===== config.mk =====
export PLATFORM = sky130hd
export DESIGN_NAME = ntt_alu_lane
export DESIGN_NICKNAME = d
export VERILOG_FILES = /design/src/rtl/core/ntt_alu_pkg.sv /design/src/rtl/core/ntt_alu_mont.sv /design/src/rtl/core/ntt_alu_lane.sv
export SDC_FILE = /design/constraint.sdc
export NUM_CORES = 2
export LEC_CHECK = 0
export BUFFER_PORTS_ARGS = -buffer_cell sky130_fd_sc_hd__buf_2
export CORE_AREA = 4 4 428 430
export CTS_BUF_LIST = sky130_fd_sc_hd__clkbuf_16
export DETAILED_ROUTE_END_ITERATION = 12
export DIE_AREA = 0 0 432 434
export RECOVER_POWER = 25
export SLEW_MARGIN = 20
export SYNTH_ARGS = -nofsm -noshare
export SYNTH_HDL_FRONTEND = slang
export SYNTH_SLANG_ARGS = --single-unit
export TNS_END_PERCENT = 1

===== constraint.sdc =====
create_clock -name clk -period 8.45 [get_ports clk]
set_input_delay 1.69 -clock clk [delete_from_list [all_inputs] [get_ports clk]]
set_output_delay 1.69 -clock clk [all_outputs]
set_load 0.02 [all_outputs]

===== src/rtl/core/ntt_alu_pkg.sv =====
`timescale 1ns / 1ps
// Shared types, codes and constant helpers for the NTT coefficient ALU.
// Used by ntt_alu_mont, ntt_alu_lane and ntt_coefficient_alu; no dependencies.
package ntt_alu_pkg;

  // Default modulus of the ring.
  localparam int unsigned DEFAULT_MODULUS = 7681;

  // Coefficient lanes per beat and pipeline depth before the output register.
  localparam int NUM_LANES  = 4;
  localparam int NUM_STAGES = 6;

  // Action codes on the input channel.
  typedef enum logic [2:0] {
    ACT_ADD     = 3'd0,
    ACT_SUB     = 3'd1,
    ACT_BARRETT = 3'd2,
    ACT_TOMONT  = 3'd3,
    ACT_BASEMUL = 3'd4
  } action_t;

  // What a lane does with its operands, and how the merge stage picks its result.
  typedef enum logic [2:0] {
    LM_ZERO    = 3'd0,
    LM_ADD     = 3'd1,
    LM_SUB     = 3'd2,
    LM_BARRETT = 3'd3,
    LM_MONT    = 3'd4,
    LM_PAIR    = 3'd5,
    LM_TWIST   = 3'd6
  } lane_mode_t;

  // Operands steered into one lane.
  typedef struct packed {
    lane_mode_t         mode;
    logic signed [15:0] x0;
    logic signed [15:0] y0;
    logic signed [15:0] x1;
    logic signed [15:0] y1;
    logic signed [15:0] w;
  } lane_in_t;

  // What one lane hands to the merge stage.
  typedef struct packed {
    lane_mode_t         mode;
    logic signed [15:0] r0;
    logic signed [15:0] r1;
    logic signed [15:0] r2;
    logic signed [15:0] alt;
  } lane_out_t;

  // Inverse of q modulo 2^16 by five Newton steps, all arithmetic mod 2^16.
  function automatic logic [15:0] qinv16(input logic [15:0] q);
    logic [15:0] x;
    x = q;
    for (int k = 0; k < 5; k++) begin
      x = x * (16'd2 - q * x);
    end
    return x;
  endfunction

endpackage


===== src/rtl/core/ntt_alu_mont.sv =====
`timescale 1ns / 1ps
// Three-stage pipelined Montgomery product with R = 2^16.
// Depends on ntt_alu_pkg for the modular inverse helper.
module ntt_alu_mont #(
  parameter int unsigned MODULUS = ntt_alu_pkg::DEFAULT_MODULUS
) (
  input  logic               clk,
  input  logic [2:0]         ld,
  input  logic signed [15:0] x,
  input  logic signed [15:0] y,
  output logic signed [15:0] r
);
  import ntt_alu_pkg::*;

  localparam logic [15:0]        Qinv = qinv16(16'(MODULUS));
  localparam logic signed [15:0] Qs   = 16'(MODULUS);

  logic signed [31:0] p;
  logic [15:0]        t;
  logic signed [15:0] hi1;
  logic signed [15:0] hi2;
  logic signed [15:0] th;
  logic [31:0]        lo_prod;
  logic signed [31:0] tq;

  // Low half times q^-1, and the reduction term times q.
  assign lo_prod = 32'(p[15:0]) * 32'(Qinv);
  assign tq      = $signed(t) * Qs;

  // Full product, then the quotient estimate, then its multiple of q.
  always_ff @(posedge clk) begin
    if (ld[0]) begin
      p <= x * y;
    end
    if (ld[1]) begin
      hi1 <= p[31:16];
      t   <= lo_prod[15:0];
    end
    if (ld[2]) begin
      hi2 <= hi1;
      th  <= tq[31:16];
    end
  end

  // High half minus the correction, wrapped to 16 bits.
  assign r = hi2 - th;

endmodule


===== src/rtl/core/ntt_alu_lane.sv =====
`timescale 1ns / 1ps
// One coefficient lane: two Montgomery products, a chained twist product,
// a Barrett path and add/sub, pipelined over six stages. Uses ntt_alu_pkg.
module ntt_alu_lane #(
  parameter int unsigned MODULUS = ntt_alu_pkg::DEFAULT_MODULUS
) (
  input  logic                                 clk,
  input  logic [ntt_alu_pkg::NUM_STAGES-1:0]   ld,
  input  ntt_alu_pkg::lane_in_t                op,
  output ntt_alu_pkg::lane_out_t               res
);
  import ntt_alu_pkg::*;

  localparam logic signed [15:0] BarrettV = 16'(((1 << 26) + MODULUS / 2) / MODULUS);
  localparam logic signed [15:0] Qs       = 16'(MODULUS);

  lane_mode_t         mode_s [NUM_STAGES];
  logic signed [15:0] alt_s  [NUM_STAGES];
  logic signed [15:0] w_s    [3];
  logic signed [15:0] a_s    [3];
  logic signed [15:0] r0_s   [3];
  logic signed [15:0] r1_s   [3];
  logic signed [31:0] bp;
  logic signed [5:0]  tb;
  logic signed [15:0] bq;
  logic signed [15:0] bsum;
  logic signed [21:0] bq_full;
  logic signed [15:0] m0_r;
  logic signed [15:0] m1_r;
  logic signed [15:0] m2_r;

  // Barrett rounding: high half plus one half of 2^10, wrapped.
  assign bsum    = bp[31:16] + 16'sd512;
  assign bq_full = tb * Qs;

  // Control and side-path delay line, plus the Barrett steps.
  always_ff @(posedge clk) begin
    if (ld[0]) begin
      mode_s[0] <= op.mode;
      w_s[0]    <= op.w;
      a_s[0]    <= op.x0;
      bp        <= op.x0 * BarrettV;
      alt_s[0]  <= (op.mode == LM_SUB) ? op.x0 - op.y0 : op.x0 + op.y0;
    end
    if (ld[1]) begin
      w_s[1] <= w_s[0];
      a_s[1] <= a_s[0];
      tb     <= bsum[15:10];
    end
    if (ld[2]) begin
      w_s[2] <= w_s[1];
      a_s[2] <= a_s[1];
      bq     <= bq_full[15:0];
    end
    if (ld[3]) begin
      alt_s[3] <= (mode_s[2] == LM_BARRETT) ? a_s[2] - bq : alt_s[2];
      r0_s[0]  <= m0_r;
      r1_s[0]  <= m1_r;
    end
    for (int k = 1; k < NUM_STAGES; k++) begin
      if (ld[k]) begin
        mode_s[k] <= mode_s[k-1];
      end
    end
    for (int k = 1; k < 3; k++) begin
      if (ld[k]) begin
        alt_s[k] <= alt_s[k-1];
      end
    end
    for (int k = 4; k < NUM_STAGES; k++) begin
      if (ld[k]) begin
        alt_s[k]  <= alt_s[k-1];
        r0_s[k-3] <= r0_s[k-4];
        r1_s[k-3] <= r1_s[k-4];
      end
    end
  end

  // First-level products on the two operand pairs.
  ntt_alu_mont #(.MODULUS(MODULUS)) u_mont0 (
    .clk (clk),
    .ld  (ld[2:0]),
    .x   (op.x0),
    .y   (op.y0),
    .r   (m0_r)
  );

  ntt_alu_mont #(.MODULUS(MODULUS)) u_mont1 (
    .clk (clk),
    .ld  (ld[2:0]),
    .x   (op.x1),
    .y   (op.y1),
    .r   (m1_r)
  );

  // Second product of the odd pair by the twiddle.
  ntt_alu_mont #(.MODULUS(MODULUS)) u_mont2 (
    .clk (clk),
    .ld  (ld[5:3]),
    .x   (m1_r),
    .y   (w_s[2]),
    .r   (m2_r)
  );

  assign res.mode = mode_s[NUM_STAGES-1];
  assign res.r0   = r0_s[2];
  assign res.r1   = r1_s[2];
  assign res.r2   = m2_r;
  assign res.alt  = alt_s[NUM_STAGES-1];

endmodule

==> flow_summary.json <==
{
  "wl_per_cell_um": 16.5,
  "place.gp.congestion": 0.856,
  "multi_input_area_mm2": 0.0402,
  "cp-end-kind": "register",
  "drtIter0Drc": 1949,
  "ys_warn_count": 0,
  "cts_tree": "yes",
  "final_nets": 7627,
  "max_slew_margin_pct": 27.3,
  "required_ns": 8.84,
  "worstMarginPinSlew_ns": 1.09,
  "hold_path_class": "reg -> reg",
  "finalSetupViolCount": 0,
  "hold_path_depth": 0,
  "layout-drive-gt1-share_pct": 5.74,
  "grt_pass1_vias": 42500,
  "cp-start-kind": "register",
  "die_area_mm2": 0.187,
  "synth_ff_type": "edfxtp_1",
  "htree_levels": 3,
  "initial_core_util_pct": 35.7,
  "yosysUniqueCellTypes": 87,
  "critPathKind": "reg -> reg",
  "core_mm2": 0.180,
  "post-route-period-util_pct": 94.2,
  "outcome": "finished, final reports clean",
  "port_buffers": 156,
  "rr_startpoint": "u_mont1.th[1]",
  "rrSetupSlack_ns": 0.49,
  "firstDrtPassIters": 5,
  "skew_ns": 0.0267,
  "grt_max_degree": 68,
  "cts-root-buf": "clkbuf_16",
  "grt_overflow": 0,
  "drv_cap": 0,
  "antenna_found_initial": 9,
  "setup_tns_ns": 0,
  "grt_pass1_wl_um": 224000,
  "post_cts_buffers": 0,
  "r2r-end": "u_mont2.p[31]",
  "post-route-util_pct": 38.8,
  "synth-edff-count": 613,
  "final_antenna_net_count": 0,
  "clock_path_buffers": 3,
  "hold-path-endpoint": "alt_s[4][15]",
  "io_pins": 157,
  "clk_pin_slew_ns": 0.08,
  "numCtsBuffers": 67,
  "fill_cells": 17300,
  "syn-num-nets": 7519,
  "fmax_ghz": 0.126,
  "drc": 0,
  "critPathMostFrequentCell": "fa_1",
  "syn-mean-instance-area_um2": 11.2,
  "hpwl_um": 111000,
  "die_h_um": 434,
  "holdCritStartpoint": "alt_s[3][15]",
  "crit_path_top_delay_cell": "fa_1",
  "final_max_slew_viol_count": 0,
  "wirelength_um": 136000,
  "holdBufCountCts": 0,
  "async_reset_ff_share_pct": 0,
  "viasPerCell": 4.74,
  "rsz0062_at_grt": "false",
  "syn2layout_area_growth_pct": 8.70,
  "synth_seq_cells": 613,
  "fp.dieW_um": 432,
  "finalHoldViolCount": 0,
  "clkLatencyLatePin_ns": 0.66,
  "worstPathArrival_ns": 8.35,
  "whs_ns": 0.408,
  "period_minus_slack_ns": 7.96,
  "cp_max_fo": 14,
  "num_vias": 39200,
  "reg2reg_depth": 29,
  "seq_area_mm2": 0.0184,
  "seq_area_frac_synth_pct": 28.7,
  "track_usage_pct": 14.9,
  "cpPeakStageDelay_ns": 0.63,
  "rows": 156,
  "syn-cell-area_mm2": 0.0642,
  "netlist_instances": 5740,
  "clock_sinks": 613
}
-- worst max path at each step --
stage / start / to / depth (start not counted)
detailed placement: u_mont1.th[0] / u_mont2.p[30] / 29
floorplan: u_mont1.th[0] / u_mont2.p[30] / 31
CTS: u_mont1.th[0] / u_mont2.p[30] / 29
global placement: u_mont1.th[0] / u_mont2.p[30] / 29
finish: u_mont1.th[1] / u_mont2.p[31] / 29
global route: u_mont1.th[0] / u_mont2.p[29] / 28
-- metal layers --
layer	GRT usage [%]	part of all wire, %
met4	3.98	2.4
met5	0	0.024
met2	26.7	51
met3	1.63	3.7
met1	19.0	43
-- state kept, by name, summed over array words and instances, names as in the netlist, 18 cells and up --
| signal | flops |
|---|---|
| a_s | 43 |
| r0_s | 48 |
| alt_s | 96 |
| r1_s | 48 |
| mode_s | 18 |
| w_s | 48 |
| u_mont2.p | 32 |
| u_mont1.p | 32 |
| u_mont0.p | 32 |
-- cell type report --
cell class / count / area share, %
diodes: 2 / 0.00718
clock buffers: 67 / 2.40
clock inverters: 56 / 0.822
inverters: 1285 / 6.92
multi-input cells: 3687 / 57.7
flip-flops and latches: 613 / 26.4
well taps: 2370 / 4.25
repair buffers: 194 / 1.56
-- worst max-delay path: cells and delay by family, from the launching register on --
kind	cells	cell delay, ns
and+or+nand+nor	4	0.63
xor gates and xnor gates	1	0.10
adders and majority gates	8	3.69
AOI/OAI and AO/OA	11	2.14
DFF	1	0.42
buffers and inverters	5	0.72
-- layout by cell type (no fill, tap or decap), types with 52 or more instances in the layout --
master     Yosys  final
inv_1       1285   1297
ha_1         728    728
nand2_1      465    465
a21oi_1      117    117
and2_1       311    311
nand2b_1      52     52
xnor2_1      182    182
a21o_1        56     56
nor2_1       126    126
buf_2         11    150
edfxtp_1     613    613
clkbuf_16      0     67
fa_1         961    961
xor2_1        64     64
nand3_1       63     63
nor3_1        77     77
o21ai_0       79     79
-- synth_stat cells (12+ instances only) --
cell	count	share of area, %
buf_4	33	0.39
edfxtp_1	613	29
nor2b_1	47	0.46
ha_1	728	14
nand4_1	14	0.14
and3_1	30	0.29
nand2_1	465	2.7
or3_1	31	0.30
and2_1	311	3.0
inv_1	1285	7.5
nand2b_1	52	0.51
nand3_1	63	0.49
fa_1	961	30
a211oi_1	27	0.32
xor2_1	64	0.87
xnor2_1	182	2.5
nor2_1	126	0.74
o21a_1	27	0.32
a31oi_1	12	0.12
o31ai_1	32	0.37
o21bai_1	19	0.22
nor3_1	77	0.60
a21oi_1	117	0.91
o21ai_0	79	0.62
a21o_1	56	0.66
clkbuf_1	104	0.61
o211ai_1	14	0.16
-- timing repair --
item | in CTS | in global routing
resized for setup | 0 | 1
hold endpoints to repair | 0 | 0
setup endpoints to repair | 0 | 5
-- logic make-up (layout without fill, tap and decap cells) --
kind of cell / count (synthesis) / count (layout) / share of synthesized area, %
AOI/OAI and AO/OA: 483 / 483 / 5.11
xor gates and xnor gates: 247 / 247 / 3.38
adders and majority gates: 1689 / 1689 / 44.2
buffers and inverters: 1440 / 1602 / 8.66
DFF: 613 / 613 / 28.7
muxes: 4 / 4 / 0.0663
other: 0 / 2 / 0
and+or+nand+nor: 1264 / 1264 / 9.92
-- per-stage QoR --
step	cells	area, um2	worst slack (ns)
after global placement	8149	67500	0.584
after CTS	8272	69700	0.395
after floorplan	5740	64200	0.846
after detailed placement	8149	67500	0.422
after global routing	8272	69700	0.0466
final	8274	69700	0.486
Power is left out: the tool's default activity adds up to more than one toggle a clock period on the data nets, which glitch-free logic cannot reach.
